### config.mk
export PLATFORM = sky130hd
export DESIGN_NAME = dkwm_cell
export DESIGN_NICKNAME = d
export VERILOG_FILES = /design/src/dkwm_pkg.sv /design/src/dkwm_cell.sv
export SDC_FILE = /design/constraint.sdc
export NUM_CORES = 1
export LEC_CHECK = 0
export BUFFER_PORTS_ARGS = -buffer_cell sky130_fd_sc_hd__buf_2
export CORE_MARGIN = 2
export CORE_UTILIZATION = 43
export DETAILED_ROUTE_END_ITERATION = 8
export GPL_TIMING_DRIVEN = 1
export MAX_ROUTING_LAYER = met4
export PLACE_DENSITY_LB_ADDON = 0.25
export REMOVE_ABC_BUFFERS = 1
export SLEW_MARGIN = 25
export SYNTH_ARGS = -nofsm -noshare
export SYNTH_HDL_FRONTEND = slang
export SYNTH_SLANG_ARGS = --single-unit
### constraint.sdc
create_clock -name clock -period 2.53 [get_ports clock]
set_clock_uncertainty 0.2 [all_clocks]
set_input_delay 0.1265 -clock clock [delete_from_list [all_inputs] [get_ports clock]]
set_output_delay 0.1265 -clock clock [all_outputs]
set_load 0.01 [all_outputs]
### src/dkwm_pkg.sv
// Shared types, register indexes and base decoding for the k-mer window minimizer.
`default_nettype none
package dkwm_pkg;

   localparam int CSR_INDEX_W = 8;
   localparam int CSR_DATA_W  = 8;

   localparam logic [CSR_INDEX_W-1:0] CSR_KMER_LENGTH   = 8'd0;
   localparam logic [CSR_INDEX_W-1:0] CSR_WINDOW_LENGTH = 8'd1;

   localparam logic [4:0] KMER_LENGTH_RESET   = 5'd15;
   localparam logic [6:0] WINDOW_LENGTH_RESET = 7'd10;

   localparam int COUNT_W = 32;
   localparam int VALUE_W = 32;

   typedef struct packed {
      logic       known;
      logic [1:0] fwd;
      logic [1:0] cmp;
   } code_type;

   typedef struct packed {
      logic shift;
      logic run;
      logic start;
   } scan_ctl_type;

   // forward C0 A1 T2 G3, complement A2 C3 G0 T1
   function automatic code_type base_code(input logic [7:0] b);
      code_type c;
      c = '{known: 1'b1, fwd: 2'd0, cmp: 2'd0};
      case (b)
         8'h41, 8'h61: begin c.fwd = 2'd1; c.cmp = 2'd2; end
         8'h43, 8'h63: begin c.fwd = 2'd0; c.cmp = 2'd3; end
         8'h47, 8'h67: begin c.fwd = 2'd3; c.cmp = 2'd0; end
         8'h54, 8'h74: begin c.fwd = 2'd2; c.cmp = 2'd1; end
         default: c.known = 1'b0;
      endcase
      return c;
   endfunction

endpackage
`default_nettype wire

### src/dkwm_cell.sv
// One window slot: holds a k-mer pair, shifts it on, and merges the running minimum.
`default_nettype none
module dkwm_cell #(
   parameter int KMER_W = 32,
   parameter int AGE_W  = 6,
   parameter int INDEX  = 0
) (
   input  wire                        clock,
   input  dkwm_pkg::scan_ctl_type     ctl,
   input  wire  [AGE_W-1:0]           w_last,
   input  wire  [KMER_W-1:0]          fwd_in,
   input  wire  [KMER_W-1:0]          cmp_in,
   output logic [KMER_W-1:0]          fwd_out,
   output logic [KMER_W-1:0]          cmp_out,
   input  wire  [KMER_W-1:0]          older_fwd_val,
   input  wire  [AGE_W-1:0]           older_fwd_age,
   input  wire  [KMER_W-1:0]          older_cmp_val,
   input  wire  [AGE_W-1:0]           older_cmp_age,
   output logic [KMER_W-1:0]          cand_fwd_val,
   output logic [AGE_W-1:0]           cand_fwd_age,
   output logic [KMER_W-1:0]          cand_cmp_val,
   output logic [AGE_W-1:0]           cand_cmp_age
);
   import dkwm_pkg::*;

   localparam logic [AGE_W-1:0] MY_AGE = AGE_W'(INDEX);

   logic [KMER_W-1:0] fwd_ff, cmp_ff;
   logic [KMER_W-1:0] cand_fwd_val_ff, cand_cmp_val_ff;
   logic [AGE_W-1:0]  cand_fwd_age_ff, cand_cmp_age_ff;
   logic [KMER_W-1:0] cand_fwd_val_in, cand_cmp_val_in;
   logic [AGE_W-1:0]  cand_fwd_age_in, cand_cmp_age_in;
   logic              start_here;

   // older entry wins ties
   always_comb begin
      start_here = ctl.start && (w_last == MY_AGE);
      if (start_here || (fwd_ff < older_fwd_val)) begin
         cand_fwd_val_in = fwd_ff;
         cand_fwd_age_in = MY_AGE;
      end else begin
         cand_fwd_val_in = older_fwd_val;
         cand_fwd_age_in = older_fwd_age;
      end
      if (start_here || (cmp_ff < older_cmp_val)) begin
         cand_cmp_val_in = cmp_ff;
         cand_cmp_age_in = MY_AGE;
      end else begin
         cand_cmp_val_in = older_cmp_val;
         cand_cmp_age_in = older_cmp_age;
      end
   end

   always_ff @(posedge clock) begin
      if (ctl.shift) begin
         fwd_ff <= fwd_in;
         cmp_ff <= cmp_in;
      end
      if (ctl.run) begin
         cand_fwd_val_ff <= cand_fwd_val_in;
         cand_fwd_age_ff <= cand_fwd_age_in;
         cand_cmp_val_ff <= cand_cmp_val_in;
         cand_cmp_age_ff <= cand_cmp_age_in;
      end
   end

   assign fwd_out      = fwd_ff;
   assign cmp_out      = cmp_ff;
   assign cand_fwd_val = cand_fwd_val_ff;
   assign cand_fwd_age = cand_fwd_age_ff;
   assign cand_cmp_val = cand_cmp_val_ff;
   assign cand_cmp_age = cand_cmp_age_ff;

endmodule
`default_nettype wire
==> out/summary.log <==
qor: synth.netlist-cell-type-count 29
qor: synth.ys_ff_latch 140
qor: floorplan.die_h 128 µm
qor: global_routing.grt_max_degree 41
qor: clock_tree.tritoncts_clock_tree built
qor: placed_design.half_perimeter_wire_length_of_the_detailed_placement_result 12800 µm
qor: routing.drcViolationCount 0
qor: cells_and_area.nNetsFinal 1202
qor: synth.synth.top_cells.by_count 140 x edfxtp_1, 62 x ha_1, 62 x inv_1
qor: synth.synthArstFlopShare 0
qor: cells_and_area.combined_area_of_the_multi_input_logic_cells 2610 µm²
qor: pwr.swShare 0.255
qor: routing.detailedRoute.firstIterationViolations 343
qor: worst_hold_path.worstHoldStart ctl[1]
qor: sta.max_freq 349 MHz
qor: pwr.p_comb_frac 0.252
qor: floorplan.core_region_area 15100 µm²
qor: clock_tree.cts.sinks 140
qor: placed_design.io_buffer_count 289
qor: setup_path.worst-endpoint-required 2.50 ns
qor: routing.postRouteWirelength 21600 µm
qor: worst_hold_path.whs_path_depth 1
qor: synth.synth_top_family_by_area adder cells
qor: sta.maxSlewHeadroom 0.618
qor: synth.most_frequent_cell_after_synthesis edfxtp_1
qor: sta.unrepaired_setup_endpoints_after_global_routing true
qor: setup_path.critical_path.endpoint_type register
qor: routing.via_per_inst 4.94
qor: setup_path.setup.worst_path.class register to register
qor: global_routing.antenna_found_initial 1
qor: sta.post-route-min-period 2.86 ns
qor: routing.drt_pre_antenna_iters 4
qor: placed_design.globalplace.congestion 0.824
qor: sta.hold-worst-slack 0.0267 ns
qor: run_status.violations_in_the_final_reports negative setup slack
qor: floorplan.floorplan.io_pins 290
qor: placed_design.worst_setup_slack_after_placement -0.463 ns
qor: clock_tree.cts_inserted_buffers 17
qor: setup_path.worst_setup_start_kind register
qor: cells_and_area.fraction_of_layout_cells_with_a_size_suffix_above_1 0.501
qor: pwr.report.power.total 7070 µW
qor: synth.synth_area_leader_cell edfxtp_1
qor: pwr.pleak 0.00541 µW
qor: pwr.intPower 5270 µW
qor: cells_and_area.fill_cells 888
qor: flow_run.drv_cap 0
qor: synth.post_synth_main_area_contributors edfxtp_1 63%, ha_1 12%, mux2_2 6.1%
qor: cells_and_area.area.growth.synth_to_final 73.7%
qor: setup_path.reg2reg_setup_slack -0.33 ns
qor: setup_path.worstPathArrival 2.83 ns
qor: clock_tree.clock_insertion_delay_worst_skew 0.42 ns
qor: sta.setup_viol 75
qor: synth.compound_gate_fraction_of_synth_area 0.0451
qor: routing.detailed_route_via_count 5884
qor: clock_tree.maximum_count_of_clock_buffers_along_a_single_path 2
qor: run_status.outcome finished with violations
qor: sta.final_worst_path_setup_slack -0.332 ns
qor: cells_and_area.postLayoutCellArea 11600 µm²
qor: setup_path.reg2regPathDepth 9
qor: cells_and_area.area.sequential 4200 µm²
qor: synth.synthesis.yosys.warnings 0
qor: synth.synth_cells 454
qor: pwr.seq_power_share 0.412
qor: synth.synthSimpleGateAreaFrac 0.0541
qor: global_routing.grt_util_all_layers 0.271
qor: synth.synth.mux.area_fraction 0.108
qor: synth.syn_avg_cell_area 14.7 µm²
qor: synth.post_synth_xor_area_fraction 0
qor: setup_path.crit_fanout 11
qor: floorplan.die-area 16500 µm²
qor: pwr.irDropWorstVdd 0.482 mV
qor: synth.ys_dominant_reg_cell edfxtp_1
qor: floorplan.core.rowCount 45
qor: global_routing.gr-total-overflow 0
qor: global_routing.grt_first_pass_wirelength 32600 µm
qor: sta.timing_max_transition_violations_final 0
qor: pwr.power_per_cell_area 611 nW/µm²
qor: clock_tree.worst_setup_hold_path_clk_slew 0.06 ns
qor: synth.count_of_flip_flops_with_a_built_in_enable_after_synthesis 140
qor: sta.timing_worst_slew_pin_value 0.572 ns
qor: global_routing.number_of_global_route_vias_before_repair 6472
qor: synth.ys_seq_area_frac 0.631
qor: sta.min_period_over_period 1.13
qor: routing.final_antenna_net_count 0
qor: clock_tree.ctsRootBufferMaster clkbuf_16
qor: clock_tree.ctsHtreeMaxLevel 4
qor: pwr.power.net_switching 1810 µW
qor: floorplan.die_x 128 µm
qor: synth.post_synth_fa_ha_maj_area_fraction 0.116
qor: worst_hold_path.hold_end cand_cmp_val[31]
qor: pwr.clock_share_of_power 0.336
qor: worst_hold_path.worst_hold_class primary input to register
qor: sta.setup_tns -20.86 ns
qor: sta.hold_violations 0
qor: placed_design.dpl-instance-area 8840 µm²
qor: synth.post-synth-top-area-fraction 0.631
qor: floorplan.initial_core_util 0.440
qor: synth.syn_area 6660 µm²
qor: setup_path.regToRegEndpoint cand_cmp_val[18]
qor: routing.wl_per_cell 18.1 µm
qor: setup_path.r2r_start cmp_out[3]
-- metrics by stage --
| step | instances | utilization |
|---|---|---|
| finish | 1191 | 0.764 |
| global route | 1191 | 0.764 |
| CTS | 1186 | 0.757 |
| detailed placement | 993 | 0.584 |
| global placement | 993 | 0.584 |
| floorplan | 446 | - |
-- power groups by stage --
stage          clock [µW]  sequential (µW)  combinational [µW]
3_5_place_dp            0             2950                1200
5_1_grt              2490             2940                1910
2_1_floorplan           0             3070                 428
6_report             2370             2920                1780
3_3_place_gp            0             2940                1170
4_1_cts              2400             2910                1710
-- kinds of logic (layout without fill, tap and decap cells) --
| family | after synthesis | in the layout |
|---|---|---|
| DFF | 140 | 140 |
| buffers and inverters | 70 | 618 |
| and+or+nand+nor | 66 | 66 |
| muxes | 64 | 64 |
| adders and majority gates | 62 | 62 |
| AOI/OAI and AO/OA | 52 | 52 |
| other | 0 | 1 |
-- state kept, by name, indices dropped and copies added (netlist names) --
register	flops
cand_fwd_age	6
cmp_out	32
cand_cmp_val	32
cand_cmp_age	6
cand_fwd_val	32
fwd_out	32
-- worst max path at each step --
stage                           start               end  slack (ns)  cells past startpoint
after floorplan            cmp_out[7]   cand_cmp_val[0]       -1.52                      7
after global placement     fwd_out[9]  cand_fwd_val[31]       -0.38                      8
after detailed placement  cmp_out[14]  cand_cmp_val[21]       -0.46                      8
after CTS                  cmp_out[3]  cand_cmp_val[11]       -0.38                      9
after global routing      cmp_out[13]  cand_cmp_val[19]       -0.43                      9
final                      cmp_out[3]  cand_cmp_val[18]       -0.33                      9
-- metal layers --
| metal | GRT usage | up-vias | part of all wire |
|---|---|---|---|
| met5 | - | - | 0 |
| met4 | 0.127 | 0 | 0.034 |
| met3 | 0.0653 | 61 | 0.067 |
| met2 | 0.479 | 289 | 0.53 |
| met1 | 0.285 | 2785 | 0.37 |
| li1 | - | 2749 | - |
-- repair_timing --
action	CTS	global route
hold buffers	139	1
gates cloned	5	0
buffers inserted	20	9
endpoints found under the hold margin	140	1
pin swaps	26	9
gates resized for setup	103	23
setup endpoints to repair	76	76
-- cells in the final DEF (no fill, tap or decap), drive strengths merged --
| cell type | n |
|---|---|
| a211oi | 2 |
| mux2 | 64 |
| nor4 | 3 |
| a21o | 1 |
| nor2 | 14 |
| a22oi | 1 |
| nand4 | 4 |
| or4b | 1 |
| clkinv | 6 |
| o211ai | 2 |
| o21ai | 14 |
| and4 | 3 |
| nor3b | 2 |
| clkinvlp | 1 |
| bufinv | 2 |
| o311ai | 1 |
| diode | 1 |
| clkbuf | 22 |
| or3b | 2 |
| nor2b | 12 |
| nand2 | 21 |
| nand3 | 3 |
| inv | 62 |
| a221oi | 3 |
| or4 | 1 |
| buf | 385 |
| a21oi | 28 |
| ha | 62 |
| edfxtp | 140 |
| dlygate4sd3 | 140 |
-- critical path, cell delays in order, from the launching register on --
cell and delay (ns):
edfxtp_1 0.39, ha_1 0.30, o211ai_1 0.20, nor4_1 0.08, a22oi_1 0.14, or3b_4 0.41
a211oi_4 0.25, buf_6 0.16, buf_16 0.14, mux2_1 0.34
-- final cells by class --
| cell class | count | share of cell area |
|---|---|---|
| repair buffers | 525 | 0.324 |
| well taps | 188 | 0.0203 |
| clock inverters | 9 | 0.00843 |
| flip-flops and latches | 140 | 0.363 |
| clock buffers | 22 | 0.0384 |
| inverters | 62 | 0.0201 |
| multi-input cells | 244 | 0.225 |
| diodes | 1 | 0.000216 |
No activity file was read; power rests on OpenSTA's default activity.
